File: src/hw/rtl/source_char_tokenizer_assert.svh
// Assertion macros shared by the tokenizer RTL.
// No dependencies; included by the modules that carry assertions.
`ifndef SOURCE_CHAR_TOKENIZER_ASSERT_SVH
`define SOURCE_CHAR_TOKENIZER_ASSERT_SVH

// Checks a condition at every clock edge outside reset.
`define SCT_ASSERT_ALWAYS(label, clk, rst, expr, msg) \
   label: assert property (@(posedge clk) disable iff (rst) (expr)) else $error(msg);

// Checks that a condition holds in the cycle after a trigger.
`define SCT_ASSERT_NEXT(label, clk, rst, ante, cons, msg) \
   label: assert property (@(posedge clk) disable iff (rst) (ante) |=> (cons)) else $error(msg);

`endif

File: src/hw/rtl/sct_pkg.sv
// Shared constants, token record type and lookup functions for the tokenizer.
// No dependencies; imported by every tokenizer module.
package sct_pkg;

   localparam int LINE_BITS   = 16;
   localparam int LENGTH_BITS = 8;
   localparam int KIND_BITS   = 5;
   localparam int NUM_BITS    = 31;
   localparam int CHAR_BITS   = 8;
   localparam int PREFIX_CHARS = 5;
   localparam int PREFIX_BITS = PREFIX_CHARS * CHAR_BITS;
   localparam int KW_COUNT    = 8;

   localparam int FIFO_DEPTH    = 4;
   localparam int FIFO_PTR_BITS = $clog2(FIFO_DEPTH);
   localparam int FIFO_CNT_BITS = $clog2(FIFO_DEPTH + 1);

   localparam logic [KIND_BITS-1:0] KIND_EOF      = 5'd0;
   localparam logic [KIND_BITS-1:0] KIND_IDENT    = 5'd1;
   localparam logic [KIND_BITS-1:0] KIND_NUMBER   = 5'd2;
   localparam logic [KIND_BITS-1:0] KIND_KW_FIRST = 5'd3;
   localparam logic [KIND_BITS-1:0] KIND_LPAREN   = 5'd11;
   localparam logic [KIND_BITS-1:0] KIND_RPAREN   = 5'd12;
   localparam logic [KIND_BITS-1:0] KIND_LBRACE   = 5'd13;
   localparam logic [KIND_BITS-1:0] KIND_RBRACE   = 5'd14;
   localparam logic [KIND_BITS-1:0] KIND_SEMI     = 5'd15;
   localparam logic [KIND_BITS-1:0] KIND_PLUS     = 5'd16;
   localparam logic [KIND_BITS-1:0] KIND_MINUS    = 5'd17;
   localparam logic [KIND_BITS-1:0] KIND_STAR     = 5'd18;
   localparam logic [KIND_BITS-1:0] KIND_SLASH    = 5'd19;
   localparam logic [KIND_BITS-1:0] KIND_LESS     = 5'd20;
   localparam logic [KIND_BITS-1:0] KIND_EQ       = 5'd21;
   localparam logic [KIND_BITS-1:0] KIND_EQEQ     = 5'd22;
   localparam logic [KIND_BITS-1:0] KIND_ERROR    = 5'd23;

   localparam logic [NUM_BITS-1:0] NUM_MAX = '1;

   // Keyword text, first character in the low byte, unused bytes zero.
   localparam logic [PREFIX_BITS-1:0] KW_TEXT [KW_COUNT] = '{
      40'h000074656C,   // let
      40'h0000006669,   // if
      40'h0065736C65,   // else
      40'h656C696877,   // while
      40'h746E697270,   // print
      40'h7475706E69,   // input
      40'h0065757274,   // true
      40'h65736C6166    // false
   };

   localparam logic [LENGTH_BITS-1:0] KW_LEN [KW_COUNT] = '{
      LENGTH_BITS'(3), LENGTH_BITS'(2), LENGTH_BITS'(4), LENGTH_BITS'(5),
      LENGTH_BITS'(5), LENGTH_BITS'(5), LENGTH_BITS'(4), LENGTH_BITS'(5)
   };

   typedef struct packed {
      logic [KIND_BITS-1:0]   kind;
      logic [LINE_BITS-1:0]   line;
      logic [NUM_BITS-1:0]    value;
      logic [LENGTH_BITS-1:0] length;
      logic [CHAR_BITS-1:0]   bad;
      logic                   last;
   } sct_token_type;

   // Bytes above the stored length are always zero, so the whole prefix
   // and the length together identify a keyword.
   function automatic logic [KIND_BITS-1:0] ident_kind(
      input logic [PREFIX_BITS-1:0] prefix,
      input logic [LENGTH_BITS-1:0] len
   );
      logic [KIND_BITS-1:0] kind;
      kind = KIND_IDENT;
      for (int k = 0; k < KW_COUNT; k++) begin
         if (prefix == KW_TEXT[k] && len == KW_LEN[k]) begin
            kind = KIND_KW_FIRST + KIND_BITS'(k);
         end
      end
      return kind;
   endfunction

   // Single-character operators; anything else maps to the error kind.
   function automatic logic [KIND_BITS-1:0] punct_kind(input logic [CHAR_BITS-1:0] c);
      logic [KIND_BITS-1:0] kind;
      case (c)
         "(":     kind = KIND_LPAREN;
         ")":     kind = KIND_RPAREN;
         "{":     kind = KIND_LBRACE;
         "}":     kind = KIND_RBRACE;
         ";":     kind = KIND_SEMI;
         "+":     kind = KIND_PLUS;
         "-":     kind = KIND_MINUS;
         "*":     kind = KIND_STAR;
         "/":     kind = KIND_SLASH;
         "<":     kind = KIND_LESS;
         default: kind = KIND_ERROR;
      endcase
      return kind;
   endfunction

endpackage

File: src/hw/rtl/source_char_tokenizer.sv
// Source character tokenizer, top level.
// Depends on sct_pkg, sct_scan_core and sct_token_fifo.
//
// Usage: one source byte (or the end marker, req_is_end) is a beat on the
// req_ channel; tokens come out as beats on the rsp_ channel, each with its
// kind, line, length, number value and offending byte. rsp_last marks the
// final token caused by one input beat; a beat may cause none, one or two.
// Order: a byte accepted into the input register is scanned from there, its
// tokens enter the queue when the scanner steps, and then can be taken.
// Throughput: one input beat per cycle while the queue has room, set by the
// single-pass scan logic and the input register; output is one token per
// cycle out of a four-entry queue, so a run of two-token beats fills it.
// The scanner steps only while the queue has room for two tokens; when the
// receiver stalls the queue fills and req_ready falls after the input
// register is occupied.
// Reset (synchronous, active high) empties the queue and the input register
// and returns the scanner to idle on line one. After an error token or the
// end token the block keeps accepting beats but emits nothing until reset.
module source_char_tokenizer import sct_pkg::*; (
   input  logic                   clock,
   input  logic                   reset,
   input  logic                   req_valid,
   output logic                   req_ready,
   input  logic [CHAR_BITS-1:0]   req_ch,
   input  logic                   req_is_end,
   output logic                   rsp_valid,
   input  logic                   rsp_ready,
   output logic [KIND_BITS-1:0]   rsp_token_kind,
   output logic [LINE_BITS-1:0]   rsp_line_number,
   output logic [NUM_BITS-1:0]    rsp_number_value,
   output logic [LENGTH_BITS-1:0] rsp_token_length,
   output logic [CHAR_BITS-1:0]   rsp_bad_char,
   output logic                   rsp_last
);

   logic                 in_valid_ff, in_valid_in;
   logic [CHAR_BITS-1:0] in_ch_ff;
   logic                 in_end_ff;
   logic                 step, space_ok, req_fire;
   logic [1:0]           tok_count;
   logic [1:0]           push_count;
   sct_token_type        tok0, tok1, head;

   assign step        = in_valid_ff && space_ok;
   assign req_ready   = !in_valid_ff || step;
   assign req_fire    = req_valid && req_ready;
   assign in_valid_in = req_fire || (in_valid_ff && !step);
   assign push_count  = step ? tok_count : 2'd0;

   always_ff @(posedge clock) begin
      if (reset) begin
         in_valid_ff <= 1'b0;
      end else begin
         in_valid_ff <= in_valid_in;
      end
      if (req_fire) begin
         in_ch_ff  <= req_ch;
         in_end_ff <= req_is_end;
      end
   end

   sct_scan_core u_scan (
      .clock     (clock),
      .reset     (reset),
      .step      (step),
      .in_ch     (in_ch_ff),
      .in_end    (in_end_ff),
      .tok_count (tok_count),
      .tok0      (tok0),
      .tok1      (tok1)
   );

   sct_token_fifo u_fifo (
      .clock      (clock),
      .reset      (reset),
      .push_count (push_count),
      .push0      (tok0),
      .push1      (tok1),
      .space_ok   (space_ok),
      .out_valid  (rsp_valid),
      .out_ready  (rsp_ready),
      .out_tok    (head)
   );

   assign rsp_token_kind   = head.kind;
   assign rsp_line_number  = head.line;
   assign rsp_number_value = head.value;
   assign rsp_token_length = head.length;
   assign rsp_bad_char     = head.bad;
   assign rsp_last         = head.last;

endmodule

File: src/hw/rtl/sct_scan_core.sv
// Scanner state and per-character token logic for the tokenizer.
// Depends on sct_pkg; produces up to two tokens per character beat.
module sct_scan_core import sct_pkg::*; (
   input  logic                 clock,
   input  logic                 reset,
   input  logic                 step,
   input  logic [CHAR_BITS-1:0] in_ch,
   input  logic                 in_end,
   output logic [1:0]           tok_count,
   output sct_token_type        tok0,
   output sct_token_type        tok1
);

   typedef enum logic [2:0] {
      MODE_IDLE,
      MODE_IDENT,
      MODE_NUMBER,
      MODE_SLASH,
      MODE_COMMENT,
      MODE_EQ,
      MODE_STOP
   } mode_type;

   mode_type               mode_ff, mode_in;
   logic [NUM_BITS-1:0]    acc_ff, acc_in;
   logic [PREFIX_BITS-1:0] prefix_ff, prefix_in;
   logic [LENGTH_BITS-1:0] len_ff, len_in;
   logic [LINE_BITS-1:0]   line_ff, line_in;

   logic                   is_digit, is_alpha;
   logic [3:0]             digit;
   logic [NUM_BITS+3:0]    acc_next;
   logic [LENGTH_BITS-1:0] len_inc;
   logic [LINE_BITS-1:0]   line_inc;
   logic                   pend_valid;
   sct_token_type          pend_tok, new_tok;
   logic                   flush_en, new_en, classify;
   logic [KIND_BITS-1:0]   pkind;

   always_comb begin
      is_digit = (in_ch >= "0") && (in_ch <= "9");
      is_alpha = ((in_ch >= "a") && (in_ch <= "z")) ||
                 ((in_ch >= "A") && (in_ch <= "Z")) || (in_ch == "_");
      digit    = 4'(in_ch - "0");
      // acc * 10 + digit, as two shifts and two adds.
      acc_next = {1'b0, acc_ff, 3'b000} + {3'b000, acc_ff, 1'b0} + (NUM_BITS+4)'(digit);
      len_inc  = (len_ff != '1) ? len_ff + 1'b1 : len_ff;
      line_inc = (line_ff != '1) ? line_ff + 1'b1 : line_ff;
      pkind    = punct_kind(in_ch);
   end

   // Token held by a pending mode, emitted when the lexeme ends.
   always_comb begin
      pend_valid = 1'b0;
      pend_tok   = '0;
      pend_tok.line = line_ff;
      unique case (mode_ff)
         MODE_IDENT: begin
            pend_valid      = 1'b1;
            pend_tok.kind   = ident_kind(prefix_ff, len_ff);
            pend_tok.length = len_ff;
         end
         MODE_NUMBER: begin
            pend_valid      = 1'b1;
            pend_tok.kind   = KIND_NUMBER;
            pend_tok.value  = acc_ff;
            pend_tok.length = len_ff;
         end
         MODE_SLASH: begin
            pend_valid      = 1'b1;
            pend_tok.kind   = KIND_SLASH;
            pend_tok.length = LENGTH_BITS'(1);
         end
         MODE_EQ: begin
            pend_valid      = 1'b1;
            pend_tok.kind   = KIND_EQ;
            pend_tok.length = LENGTH_BITS'(1);
         end
         default: pend_valid = 1'b0;
      endcase
   end

   always_comb begin
      mode_in   = mode_ff;
      acc_in    = acc_ff;
      prefix_in = prefix_ff;
      len_in    = len_ff;
      line_in   = line_ff;
      flush_en  = 1'b0;
      new_en    = 1'b0;
      classify  = 1'b0;
      new_tok   = '0;
      new_tok.line = line_ff;

      if (mode_ff == MODE_STOP) begin
         flush_en = 1'b0;
      end else if (in_end) begin
         flush_en  = pend_valid;
         new_en    = 1'b1;
         new_tok.kind = KIND_EOF;
         mode_in   = MODE_STOP;
         acc_in    = '0;
         prefix_in = '0;
         len_in    = '0;
      end else begin
         unique case (mode_ff)
            MODE_IDENT: begin
               if (is_alpha || is_digit) begin
                  if (len_ff < LENGTH_BITS'(PREFIX_CHARS)) begin
                     prefix_in[{len_ff[2:0], 3'b000} +: CHAR_BITS] = in_ch;
                  end
                  len_in = len_inc;
               end else begin
                  flush_en = 1'b1;
                  classify = 1'b1;
               end
            end
            MODE_NUMBER: begin
               if (is_digit) begin
                  acc_in = (acc_next > (NUM_BITS+4)'(NUM_MAX)) ? NUM_MAX
                                                               : acc_next[NUM_BITS-1:0];
                  len_in = len_inc;
               end else begin
                  flush_en = 1'b1;
                  classify = 1'b1;
               end
            end
            MODE_SLASH: begin
               if (in_ch == "/") begin
                  mode_in = MODE_COMMENT;
               end else begin
                  flush_en = 1'b1;
                  classify = 1'b1;
               end
            end
            MODE_EQ: begin
               if (in_ch == "=") begin
                  new_en         = 1'b1;
                  new_tok.kind   = KIND_EQEQ;
                  new_tok.length = LENGTH_BITS'(2);
                  mode_in        = MODE_IDLE;
               end else begin
                  flush_en = 1'b1;
                  classify = 1'b1;
               end
            end
            MODE_COMMENT: begin
               if (in_ch == "\n") begin
                  line_in = line_inc;
                  mode_in = MODE_IDLE;
               end
            end
            default: classify = 1'b1;
         endcase

         if (classify) begin
            mode_in   = MODE_IDLE;
            acc_in    = '0;
            prefix_in = '0;
            len_in    = '0;
            if (in_ch == " " || in_ch == "\t" || in_ch == "\r") begin
               mode_in = MODE_IDLE;
            end else if (in_ch == "\n") begin
               line_in = line_inc;
            end else if (in_ch == "/") begin
               mode_in = MODE_SLASH;
            end else if (in_ch == "=") begin
               mode_in = MODE_EQ;
            end else if (is_digit) begin
               mode_in = MODE_NUMBER;
               acc_in  = NUM_BITS'(digit);
               len_in  = LENGTH_BITS'(1);
            end else if (is_alpha) begin
               mode_in   = MODE_IDENT;
               prefix_in = PREFIX_BITS'(in_ch);
               len_in    = LENGTH_BITS'(1);
            end else begin
               new_en         = 1'b1;
               new_tok.kind   = pkind;
               new_tok.length = LENGTH_BITS'(1);
               if (pkind == KIND_ERROR) begin
                  new_tok.bad = in_ch;
                  mode_in     = MODE_STOP;
               end
            end
         end
      end
   end

   // A flushed token always goes out ahead of the one this beat completes.
   always_comb begin
      tok_count = {1'b0, flush_en} + {1'b0, new_en};
      tok0      = flush_en ? pend_tok : new_tok;
      tok0.last = !(flush_en && new_en);
      tok1      = new_tok;
      tok1.last = 1'b1;
   end

   always_ff @(posedge clock) begin
      if (reset) begin
         mode_ff   <= MODE_IDLE;
         acc_ff    <= '0;
         prefix_ff <= '0;
         len_ff    <= '0;
         line_ff   <= LINE_BITS'(1);
      end else if (step) begin
         mode_ff   <= mode_in;
         acc_ff    <= acc_in;
         prefix_ff <= prefix_in;
         len_ff    <= len_in;
         line_ff   <= line_in;
      end
   end

endmodule

File: src/hw/rtl/sct_token_fifo.sv
// Small result queue: takes up to two tokens per cycle, hands out one.
// Depends on sct_pkg and the shared assertion macros.
`include "source_char_tokenizer_assert.svh"

module sct_token_fifo import sct_pkg::*; (
   input  logic          clock,
   input  logic          reset,
   input  logic [1:0]    push_count,
   input  sct_token_type push0,
   input  sct_token_type push1,
   output logic          space_ok,
   output logic          out_valid,
   input  logic          out_ready,
   output sct_token_type out_tok
);

   sct_token_type              mem_ff [FIFO_DEPTH];
   logic [FIFO_PTR_BITS-1:0]   wr_ptr_ff, rd_ptr_ff;
   logic [FIFO_CNT_BITS-1:0]   count_ff;
   logic [FIFO_PTR_BITS-1:0]   wr_ptr_next;
   logic                       pop;

   assign out_valid   = (count_ff != '0);
   assign space_ok    = (count_ff <= FIFO_CNT_BITS'(FIFO_DEPTH - 2));
   assign pop         = out_valid && out_ready;
   assign wr_ptr_next = wr_ptr_ff + 1'b1;
   assign out_tok     = mem_ff[rd_ptr_ff];

   always_ff @(posedge clock) begin
      if (push_count != 2'd0) begin
         mem_ff[wr_ptr_ff] <= push0;
      end
      if (push_count == 2'd2) begin
         mem_ff[wr_ptr_next] <= push1;
      end
   end

   always_ff @(posedge clock) begin
      if (reset) begin
         wr_ptr_ff <= '0;
         rd_ptr_ff <= '0;
         count_ff  <= '0;
      end else begin
         wr_ptr_ff <= wr_ptr_ff + FIFO_PTR_BITS'(push_count);
         rd_ptr_ff <= rd_ptr_ff + FIFO_PTR_BITS'(pop);
         count_ff  <= count_ff + FIFO_CNT_BITS'(push_count) - FIFO_CNT_BITS'(pop);
      end
   end

   `SCT_ASSERT_ALWAYS(a_count_bound, clock, reset, count_ff <= FIFO_CNT_BITS'(FIFO_DEPTH), "result queue overfilled")
   `SCT_ASSERT_NEXT(a_pop_only, clock, reset, pop && push_count == 2'd0, count_ff == $past(count_ff) - 1'b1, "pop without push did not drop the count")
   `SCT_ASSERT_NEXT(a_push_shows, clock, reset, count_ff == '0 && push_count != 2'd0, out_valid, "pushed token not visible")

endmodule
File: config.mk
export PLATFORM = sky130hd
export DESIGN_NAME = source_char_tokenizer
export DESIGN_NICKNAME = d
export VERILOG_FILES = /design/src/hw/rtl/sct_pkg.sv /design/src/hw/rtl/source_char_tokenizer.sv /design/src/hw/rtl/sct_scan_core.sv /design/src/hw/rtl/sct_token_fifo.sv
export VERILOG_INCLUDE_DIRS = /design/src /design/src/hw/rtl
export SDC_FILE = /design/constraint.sdc
export NUM_CORES = 1
export LEC_CHECK = 0
export BUFFER_PORTS_ARGS = -buffer_cell sky130_fd_sc_hd__buf_4
export CORE_ASPECT_RATIO = 2
export CORE_UTILIZATION = 47
export DETAILED_ROUTE_END_ITERATION = 16
export PLACE_DENSITY = 0.69
export SYNTH_ARGS = -nofsm -noshare
export SYNTH_HDL_FRONTEND = slang
export SYNTH_HIERARCHICAL = 1
export SYNTH_SLANG_ARGS = --single-unit
export TNS_END_PERCENT = 5
File: constraint.sdc
create_clock -name clock -period 7.8 [get_ports clock]
set_clock_uncertainty 0.2 [all_clocks]
set_input_delay 1.56 -clock clock [delete_from_list [all_inputs] [get_ports clock]]
set_output_delay 1.56 -clock clock [all_outputs]
set_load 0.005 [all_outputs]
Word level (Yosys, flattened, before mapping)

Memories as Yosys holds them, arrays and structs flattened. A register that Yosys moved wholly into a read port is not among the register bits.
Index checks and enable logic that the tools add are counted.

Bits in registers: 115
RAM bits: 276
Input port bits: 13
Output and inout port bits: 71
Logic and storage cells: 240
Memories kept: 1

Memory list:

| name          | depth | width | rd ports | clocked after Yosys merged registers in | write ports | line                 | RTL |
|---|---|---|---|---|---|---|---|
| u_fifo.mem_ff | 4     | 69    | 1        | 1                                       | 2           | sct_token_fifo.sv:17 | `sct_token_type mem_ff [FIFO_DEPTH];` |

Add/sub/neg operators: 12
Order comparisons: 9
Equality and inequality tests: 43
Shift operators: 2
Mux-type cells: 117
Bitwise gates (word level): 2
Reduce and logical (&&, ||, !) cells: 43

Operators by type and width:

| cell                                                             | number |
|---|---|
| two-way mux 40 bit                                               | 10 |
| two-way mux 31 bit                                               | 10 |
| two-way mux 16 bit                                               | 15 |
| == test 40 x 39 -> 1 bit (second input constant)                 | 4 |
| two-way mux 8 bit                                                | 13 |
| == test 40 x 31 -> 1 bit (second input constant)                 | 2 |
| == test 8 x 6 -> 1 bit (second input constant)                   | 10 |
| two-way mux 69 bit                                               | 1 |
| two-way mux 5 bit                                                | 11 |
| one-hot mux 5 bit (10 select lines)                              | 1 |
| two-way mux 3 bit                                                | 16 |
| bitwise mux 40 bit                                               | 1 |
| == test 40 x 15 -> 1 bit (second input constant)                 | 1 |
| == test 40 x 23 -> 1 bit (second input constant)                 | 1 |
| variable shift 8 x 8 -> 40 bit (first input constant)            | 1 |
| indexed part select 8 x 8 -> 40 bit                              | 1 |
| adder 34 x 32 -> 35 bit                                          | 1 |
| adder 35 x 4 -> 35 bit                                           | 1 |
| greater-than comparator 35 x 31 -> 1 bit (second input constant) | 1 |
| == test 8 x 7 -> 1 bit (second input constant)                   | 4 |
| one-hot mux 8 bit (2 select lines)                               | 2 |
| two-way mux 1 bit                                                | 25 |
| != test 4 x 2 -> 1 bit (second input constant)                   | 5 |
| one-hot mux 5 bit (4 select lines)                               | 1 |
| 45 further kinds                                                 | 90 |

Depth between registers and ports, before layout

Gate-level depths: netlist (run 1).

Depth after elaboration: 18
Mapped depth: 20
Gate-level depth less buffers: 17

Hierarchy

The synthesis (run 1) kept the hierarchy.

By module, submodules not included:

| module                | times used | cells an instance | area each (sq um) | sequential area each (sq um) |
|---|---|---|---|---|
| sct_token_fifo        | 1          | 718               | 13709.4           | 8428.1 |
| sct_scan_core         | 1          | 1119              | 8743.4            | 1961.9 |
| source_char_tokenizer | 1          | 17                | 347.8             | 290.3 |

Least setup slack after synthesis (run 1)

OpenSTA, ideal clock, no wires.

Path type: reg2reg
Start: register in_ch_ff[7]
End: memory u_fifo/mem_ff[2][0] (netlist bit), enable pin
Setup time: 519 ps
Arrival: 6806 ps
Required time: 7081 ps
Setup slack: 275 ps
Stages on the path, launching flop included: 15
Buffers on the path: 2
Period minus slack after synthesis: 7525 ps
Cell sequence: edfxtp_1 > or4b_4 > or3_4 > a32oi_4 > and3_1 > buf_2 > nor3_1 > a21oi_1 > a21o_1 > o21ai_0 > ha_1 > and3_2 > buf_2 > or3b_2 > a21oi_1

RTL lines:

| element                  | line                        | RTL |
|---|---|---|
| start: declaration       | source_char_tokenizer.sv:37 | `logic [CHAR_BITS-1:0] in_ch_ff;` |
| start signal: assignment | source_char_tokenizer.sv:57 | `in_ch_ff <= req_ch;` |
| end: declaration         | sct_token_fifo.sv:17        |  |

==> flow_summary.yaml, run 1 <==
floorplanning:
  die_w_um: 158
  core_area_mm2: 0.0476
  std_cell_rows: 113
  start_util_pct: 47.9
  die-area_mm2: 0.0495
  die_h_um: 313
  ios: 84
route:
  first_pass_iters: 5
  drt_iter0_markers: 1142
  drc: 0
  wl_mm: 57.6
  wl_per_cell_um: 22.7
  via_per_inst: 6.04
  vias: 15300
  drtAntennaViolNets: 0
cells_and_area:
  final_cells: 2532
  final_cell_mix: "edfxtp_1 (285), mux2_2 (273), nor2_1 (108)"
  final_core_util_pct: 52.1
  multiInputGateArea_mm2: 0.0113
  n_antenna_cell: 0
  final_common_cell: "edfxtp_1"
  syn_to_final_growth_pct: 8.81
  fin_area_mm2: 0.0248
  drive_gt1_share_pct: 29.2
  fill_cells: 4097
  area.sequential_mm2: 0.0107
  nets: 1963
synth:
  ys_async_sr_fraction_pct: 0
  synth_edf_count: 285
  synth_top_family_by_area: "multiplexers"
  synth_cells: 1854
  synth.avg_cell_area_um2: 12.3
  synth-simple-area-share_pct: 12.0
  synth_top_flop_cell: "edfxtp_1"
  synth_compound_area_share_pct: 9.50
  synth_area_mm2: 0.0228
  yosysUniqueCellTypes: 104
  synth-xor-area-share_pct: 1.73
  synth_fa_ha_area_share_pct: 4.21
  synth_warnings: 6
  ys_seq_area_share_pct: 46.8
  ys_ff_latch: 391
  synthMuxAreaShare_pct: 21.0
timing:
  rsz0062_at_grt: "no"
  hold_viol: 0
  slew_violations: 0
  whs_ns: 0.286
  layout_setup_ws_ns: 1.65
  period_minus_slack_ns: 6.15
  setup_viol: 0
  fmax_ghz: 0.163
  fin_crit_sh_pct: 78.8
  setup_tns_ns: 0
  slew_headroom_pct: 17.4
  worst_pin_slew_ns: 1.24
placement:
  place_ws_ns: 1.65
  place_area_mm2: 0.0237
  dp_hpwl_mm: 39.6
  dp_cells: 2471
  port_buffers: 83
  gp_congestion: 0.921
global_route:
  gr-total-overflow: 0
  grt_max_degree: 63
  grt_pass1_vias: 15800
  grt_first_pass_wirelength_mm: 88.8
  grt_use_total_pct: 23.7
  antenna_found_initial: 0
worst_setup_path:
  cp.arrival_ns: 6.24
  path_max_fanout: 19
  worstSetupPathType: "register to register"
  cp-end-kind: "register"
  cp.required_ns: 7.89
  cp-start-kind: "register"
power:
  max-vdd-ir-drop_mv: 0.155
  power_density_mw_per_mm2: 218
  totalPowerFinal_mw: 5.40
  p_leak_nw: 8.98
worst_hold_path:
  hold_path.class: "register to register"
clock_tree:
  clk_pin_slew_worst_paths_ns: 0.07
  cts_setup_buffers: 0
  cts_hold_buf: 0
  htreeDepth: 2
  cts_tree: "done"
  cts_resized: 0
  cts_sinks: 391
  cts_buffer_depth: 3
  numCtsBuffers: 34
  ctsRootBufferMaster: "clkbuf_16"
  clk_latency_ns: 0.55
run:
  maxCapViolations: 0
run_status:
  status: "completed"
[logic make-up (layout without fill, tap and decap cells)]
| family | Yosys count | in the layout |
|---|---|---|
| AO/OA/AOI/OAI | 297 | 297 |
| adder cells (fa/ha/maj) | 75 | 75 |
| flip-flops | 391 | 391 |
| buffers and inverters | 190 | 200 |
| XOR/XNOR | 42 | 42 |
| AND/OR/NAND/NOR | 500 | 500 |
| other | 2 | 38 |
| multiplexers | 357 | 357 |
[cells in the mapped netlist (36+ instances only)]
cell      number  area [µm²]
mux4_2        69        1550
nand2_1       88         330
edfxtp_1     285        8560
buf_2         48         240
clkbuf_1      36         135
and2_1        51         319
mux2_2       273        3070
nor3_1        40         200
buf_4         62         465
nor2_1       109         409
ha_1          72         901
dfxtp_1      106        2120
a21oi_1       83         415
nand3_1       48         240
[state kept, by name, indices dropped and copies added, names as in the netlist]
| name | count |
|---|---|
| u_fifo/mem_ff | 276 |
| u_scan/prefix_ff | 40 |
| u_scan/acc_ff | 31 |
| u_scan/line_ff | 16 |
| in_ch_ff | 8 |
| u_scan/len_ff | 8 |
| u_fifo/count_ff | 3 |
| u_scan/mode_ff | 3 |
| u_fifo/rd_ptr_ff | 2 |
| u_fifo/wr_ptr_ff | 2 |
| in_end_ff | 1 |
| in_valid_ff | 1 |
[power breakdown]
group	switching, mW	total, mW	internal, mW
registers	0.117	2.52	2.40
logic	0.618	1.21	0.595
clock network	0.751	1.67	0.919
[critical path, cell delays in order, from the launching register on]
cell and delay [ns]:
edfxtp_1 0.62, or4b_4 0.64, or3_4 0.41, a32oi_4 0.28, and3_1 0.54, nor3_1 0.19
a21oi_1 0.24, a21o_1 0.14, o21ai_0 0.13, ha_1 0.31, and3_2 0.27, nand4b_1 0.99
buf_4 0.59, mux2_2 0.32
[path summary, 6_finish.rpt]
path	from	endpoint	slack, ns	cells after the start
min	u_scan/prefix_ff[39]	u_scan/prefix_ff[39]	0.29	1
max	in_ch_ff[6]	u_fifo/mem_ff[0][24]	1.65	13
max reg2reg	in_ch_ff[6]	u_fifo/mem_ff[0][24]	1.65	13
min reg2reg	u_scan/prefix_ff[39]	u_scan/prefix_ff[39]	0.29	1
[cell type report]
cell class,count,share of cell area [%]
Clock buffer,53,4.18
Clock inverter,8,0.171
Inverter,35,0.530
Multi-Input combinational cell,1309,45.4
Sequential cell,391,43.1
Tap cell,632,3.19
Timing Repair Buffer,104,3.50
[layer usage]
metal | vias up | routed length, µm | track usage [%]
met5 | - | 0 | 0
met2 | 425 | 31000 | 43.9
met4 | 0 | 3070 | 13.2
li1 | 7120 | - | -
met1 | 7589 | 21600 | 26.0
met3 | 154 | 1920 | 2.05
(Power assumes the default switching activity.)
==> run 2, diff against run 1 <==
- PLACE_DENSITY: 0.69 -> 0.66
- clock period: 7.8 -> 6.4 ns (I/O delays scaled with it)
==> run 2 against run 1 <==
Compared with the run above: first-iteration DRC count shrank 21%; cell count increased by 0.63%; flip-flop and latch count is the same; utilization up 0.21 points; die area did not move; critical path depth grew 1; sequential share of layout area fell by 0.17 points; critical path type unchanged; highest routed layer is now met5.
==> flow_summary.yaml, run 2 (same netlist as run 1, synthesis figures left out) <==
run_status:
  status: "completed"
route:
  drtAntennaViolNets: 0
  via_per_inst: 6.03
  drc: 0
  wl_mm: 57.7
  wl_per_cell_um: 22.6
  vias: 15400
  first_pass_iters: 5
  drt_iter0_markers: 903
worst_setup_path:
  cp.required_ns: 6.48
  path_buf_inv: 2
  cp_top_family: "simple AND/OR/NAND/NOR gates"
  cp.arrival_ns: 5.60
  r2r_cells: 14
  path_max_fanout: 33
  cp_slowest_cell: "and4bb_4"
  crit_chain: "or4b_4 > or3_4 > a32oi_4 > and3_1 > buf_4 > nor3_1 > a21oi_1 > a21o_1 > o21ai_0 > ha_1 > and3_2 > and4bb_4 > buf_4 > mux2_2"
  cp-end-kind: "register"
  cpPeakStageDelay_ns: 0.79
  cp_common_cell: "buf_4"
  worstSetupPathType: "register to register"
  r2r_end: "u_fifo/mem_ff[3][55]"
  cp-start-kind: "register"
  ff2ff_setup_slack_ns: 0.88
  r2r-start: "in_ch_ff[4]"
timing:
  setup_viol: 0
  slew_violations: 0
  whs_ns: 0.276
  fmax_ghz: 0.181
  fin_crit_sh_pct: 86.2
  worst_pin_slew_ns: 1.31
  period_minus_slack_ns: 5.52
  rsz0062_at_grt: "no"
  slew_headroom_pct: 11.9
  hold_viol: 0
floorplanning:
  ios: 84
  std_cell_rows: 113
  die_h_um: 313
  core_area_mm2: 0.0476
  start_util_pct: 47.9
  die_w_um: 158
  die-area_mm2: 0.0495
cells_and_area:
  n_antenna_cell: 0
  largest_reg_flops: 276
  nets: 1979
  area.sequential_mm2: 0.0107
  regMostFlops: "u_fifo/mem_ff"
  final_cells: 2548
  final_common_cell: "edfxtp_1"
  multiInputGateArea_mm2: 0.0113
  syn_to_final_growth_pct: 9.25
  fill_cells: 4133
  fin_area_mm2: 0.0249
  biggestRegsByFlops: "u_fifo/mem_ff (276), u_scan/prefix_ff (40), u_scan/acc_ff (31)"
  drive_gt1_share_pct: 29.5
  final_cell_mix: "edfxtp_1 (285), mux2_2 (273), buf_4 (110)"
clock_tree:
  ctsRootBufferMaster: "clkbuf_16"
  cts_setup_buffers: 0
  htreeDepth: 2
  cts_hold_buf: 0
  clk_latency_ns: 0.55
  cts_tree: "done"
  numCtsBuffers: 35
  cts_sinks: 391
  cts_buffer_depth: 3
  clk_pin_slew_worst_paths_ns: 0.06
  cts_resized: 0
placement:
  place_area_mm2: 0.0239
  dp_hpwl_mm: 40.0
  port_buffers: 83
  dp_cells: 2486
  gp_congestion: 0.905
power:
  power_density_mw_per_mm2: 263
  max-vdd-ir-drop_mv: 0.197
  p_leak_nw: 9.04
global_route:
  grt_pass1_vias: 15900
  gr-total-overflow: 0
  grt_max_degree: 63
  grt_use_total_pct: 23.8
  grt_first_pass_wirelength_mm: 89.6
  antenna_found_initial: 1
worst_hold_path:
  hold_path.class: "register to register"
  hold_path_startpoint: "u_scan/prefix_ff[28]"
  hold-path-endpoint: "u_scan/prefix_ff[28]"
  holdPathStages: 2
run:
  maxCapViolations: 0
==> run 2: cell count changes in the layout (fill, tap and decap cells not counted), sizes merged <==
cell / previous run / this run
clkbuf: 53 / 49
clkinv: 5 / 10
inv: 36 / 35
buf: 104 / 119
clkinvlp: 2 / 3
==> run 2: metrics by stage <==
| stage | setup slack [ns] | setup TNS (ns) | total power, mW | util (%) |
|---|---|---|---|---|
| 6_report | 0.882 | 0 | 6.56 | 52.3 |
| 3_5_place_dp | 0.916 | 0 | 4.64 | 50.1 |
| 3_3_place_gp | 0.983 | 0 | 4.61 | 50.1 |
| 5_1_grt | 0.673 | 0 | 6.83 | 52.3 |
| 2_1_floorplan | -0.814 | -108.56 | 4.02 | - |
| 4_1_cts | 0.869 | 0 | 6.63 | 52.3 |
==> run 2: layer usage <==
metal	track usage (%)	part of all wire, %	up-vias	wire, µm
met5	0	0.019	-	11
met4	11.1	4.4	2	2530
met3	2.18	3.3	129	1930
met2	44.7	54	419	31300
met1	26.3	38	7648	22000
li1	-	-	7163	-
==> run 2: tightest hold or removal path, cell delays in order (launching register included) <==
cell and delay [ns]:
dfxtp_1 0.31, nand2_1 0.06, a21oi_1 0.06
==> run 2: area by class of cell <==
cell class | instances | area share [%]
inverters | 35 | 0.527
well taps | 632 | 3.17
multi-input cells | 1309 | 45.2
repair buffers | 119 | 4.04
flip-flops and latches | 391 | 42.9
clock inverters | 13 | 0.236
clock buffers | 49 | 3.94
==> run 2: report_power, final <==
group          internal, mW  leakage (nW)  switching (mW)
Clock                  1.07         0.499           0.931
Sequential             2.92          3.37           0.151
Combinational         0.744          5.17           0.741
Total                  4.74          9.04            1.82
==> run 2: how the worst max path moves through the flow <==
stage	start	end	depth (start not counted)
finish	in_ch_ff[4]	u_fifo/mem_ff[3][55]	14
floorplan	in_ch_ff[7]	u_fifo/mem_ff[0][0]	14
global placement	in_ch_ff[4]	u_fifo/mem_ff[3][63]	14
CTS	in_ch_ff[4]	u_fifo/mem_ff[3][55]	14
detailed placement	in_ch_ff[4]	u_fifo/mem_ff[3][61]	14
global route	in_ch_ff[4]	u_fifo/mem_ff[3][55]	14
==> run 3, diff against run 2 <==
- CORE_ASPECT_RATIO: 2 -> default
- PLACE_DENSITY: 0.66 -> 0.64
==> run 3 against run 2 <==
Compared with the run above: sequential share of layout area down 0.40 points; final area increased by 0.93%; hold slack got worse by 0.0018 ns; sequential power about the same; utilization grew 0.38 points; register-to-register slack is essentially flat; via count down 0.54%; critical endpoint is now u_fifo/mem_ff[0][24]; count of clock-buffer cells in the layout increased by 7; die area down 0.11%; largest power group unchanged; critical path depth unchanged; fmax grew 0.20%.
==> flow_summary.yaml, run 3 (same netlist as run 1, synthesis figures left out) <==
power:
  p_leak_nw: 9.16
  max-vdd-ir-drop_mv: 0.188
  power_density_mw_per_mm2: 274
timing:
  slew_violations: 0
  worst_pin_slew_ns: 1.12
  whs_ns: 0.274
  period_minus_slack_ns: 5.51
  setup_viol: 0
  fin_crit_sh_pct: 86.0
  hold_viol: 0
  slew_headroom_pct: 24.8
  fmax_ghz: 0.182
  rsz0062_at_grt: "no"
clock_tree:
  cts_hold_buf: 0
  cts_tree: "done"
  clk_pin_slew_worst_paths_ns: 0.06
  ctsRootBufferMaster: "clkbuf_16"
  cts_sinks: 391
  cts_buffer_depth: 3
  cts_setup_buffers: 0
  numCtsBuffers: 43
  clk_latency_ns: 0.59
  cts_resized: 0
  htreeDepth: 2
floorplanning:
  die_h_um: 222
  std_cell_rows: 80
  core_area_mm2: 0.0477
  die_w_um: 222
  ios: 84
  die-area_mm2: 0.0494
  start_util_pct: 47.8
placement:
  port_buffers: 83
  gp_congestion: 0.914
  dp_cells: 2467
  dp_hpwl_mm: 38.2
global_route:
  gr-total-overflow: 0
  grt_max_degree: 74
  top_usage_layer: "met2"
  use_met1_pct: 33.4
  grt_use_total_pct: 22.8
  use_met2_pct: 35.3
  use_met3_pct: 3.17
  antenna_found_initial: 0
  grt_first_pass_wirelength_mm: 87.9
  grt_pass1_vias: 15200
cells_and_area:
  drive_gt1_share_pct: 29.8
  n_antenna_cell: 0
  nets: 1985
  regMostFlops: "u_fifo/mem_ff"
  final_cell_mix: "edfxtp_1 (285), mux2_2 (273), buf_4 (108), nor2_1 (108), dfxtp_1 (104)"
  largest_reg_flops: 276
  biggestRegsByFlops: "u_fifo/mem_ff (276), u_scan/prefix_ff (40), u_scan/acc_ff (31)"
  fill_cells: 4113
  area.sequential_mm2: 0.0107
  multiInputGateArea_mm2: 0.0113
  final_common_cell: "edfxtp_1"
  syn_to_final_growth_pct: 10.3
  final_cells: 2546
worst_setup_path:
  cp-endpoint: "u_fifo/mem_ff[0][24]"
  r2r_cells: 14
  cp-end-kind: "register"
  cp.arrival_ns: 5.63
  r2r-start: "in_ch_ff[4]"
  ff2ff_setup_slack_ns: 0.89
  r2r_end: "u_fifo/mem_ff[0][24]"
  path_max_fanout: 25
  cp-start-kind: "register"
  cp.required_ns: 6.52
  startpoint: "in_ch_ff[4]"
  worstSetupPathType: "register to register"
route:
  vias: 15300
  wl_mm: 56.3
  drc: 0
  first_pass_iters: 5
  drtAntennaViolNets: 0
  drt_iter0_markers: 1192
  via_per_inst: 6.00
  wl_per_cell_um: 22.1
run:
  maxCapViolations: 0
worst_hold_path:
  hold_path.class: "register to register"
  hold_path_startpoint: "u_scan/prefix_ff[28]"
  holdPathStages: 2
run_status:
  status: "completed"
==> run 3: cell types whose count changed in the layout (fill, tap and decap cells not counted) <==
cell and delta:
clkbuf_16 +6, clkinv_2 +2, clkinvlp_2 -2, clkbuf_1 +1, clkinvlp_4 +1, inv_6 +1
buf_4 -2, clkinv_4 +2, bufinv_16 +1, inv_16 +2, clkinv_1 +3
==> run 3: layer usage <==
metal | vias to the layer above | part of all wire (%)
met4 | 0 | 2.1
met5 | - | 0
met3 | 76 | 4.7
met1 | 7639 | 48
li1 | 7188 | -
met2 | 375 | 45
==> run 3: worst min path at each step <==
stage / end
after detailed placement: u_scan/prefix_ff[13]
after floorplan: u_scan/prefix_ff[28]
after global placement: u_scan/prefix_ff[28]
after CTS: u_scan/prefix_ff[28]
final: u_scan/prefix_ff[28]
after global routing: u_scan/prefix_ff[14]
==> run 3: report_power, final <==
part	switching [mW]	internal, mW	total [mW]
registers	0.160	2.93	3.09
logic	0.713	0.734	1.45
clock network	1.04	1.30	2.34
total	1.91	4.96	6.88
==> run 3: critical path: stages (launching register included) <==
cell and delay, ns:
edfxtp_1 0.59, or4b_4 0.65, or3_4 0.42, a32oi_4 0.27, and3_1 0.20, buf_4 0.20
nor3_1 0.11, a21oi_1 0.20, a21o_1 0.14, o21ai_0 0.10, ha_1 0.28, and3_2 0.27
nand4b_1 0.72, buf_4 0.53, mux2_2 0.33
==> run 3: final cells by class <==
| type | count | area share [%] |
|---|---|---|
| clock buffer | 56 | 4.51 |
| clock inverter | 23 | 0.692 |
| inverter | 35 | 0.523 |
| multi-input combinational | 1309 | 44.8 |
| sequential | 391 | 42.5 |
| tap | 615 | 3.06 |
| timing repair buffer | 117 | 3.94 |
==> run 3: per-stage QoR <==
| stage | worst slack [ns] | utilization [%] | area [µm²] | power, mW | setup TNS [ns] |
|---|---|---|---|---|---|
| floorplan | -0.814 | - | 22900 | 4.02 | -108.56 |
| global placement | 0.963 | 49.9 | 23800 | 4.58 | 0 |
| detailed placement | 0.912 | 49.9 | 23800 | 4.60 | 0 |
| CTS | 0.897 | 52.7 | 25100 | 6.95 | 0 |
| global route | 0.594 | 52.7 | 25100 | 7.15 | 0 |
| finish | 0.893 | 52.7 | 25100 | 6.88 | 0 |
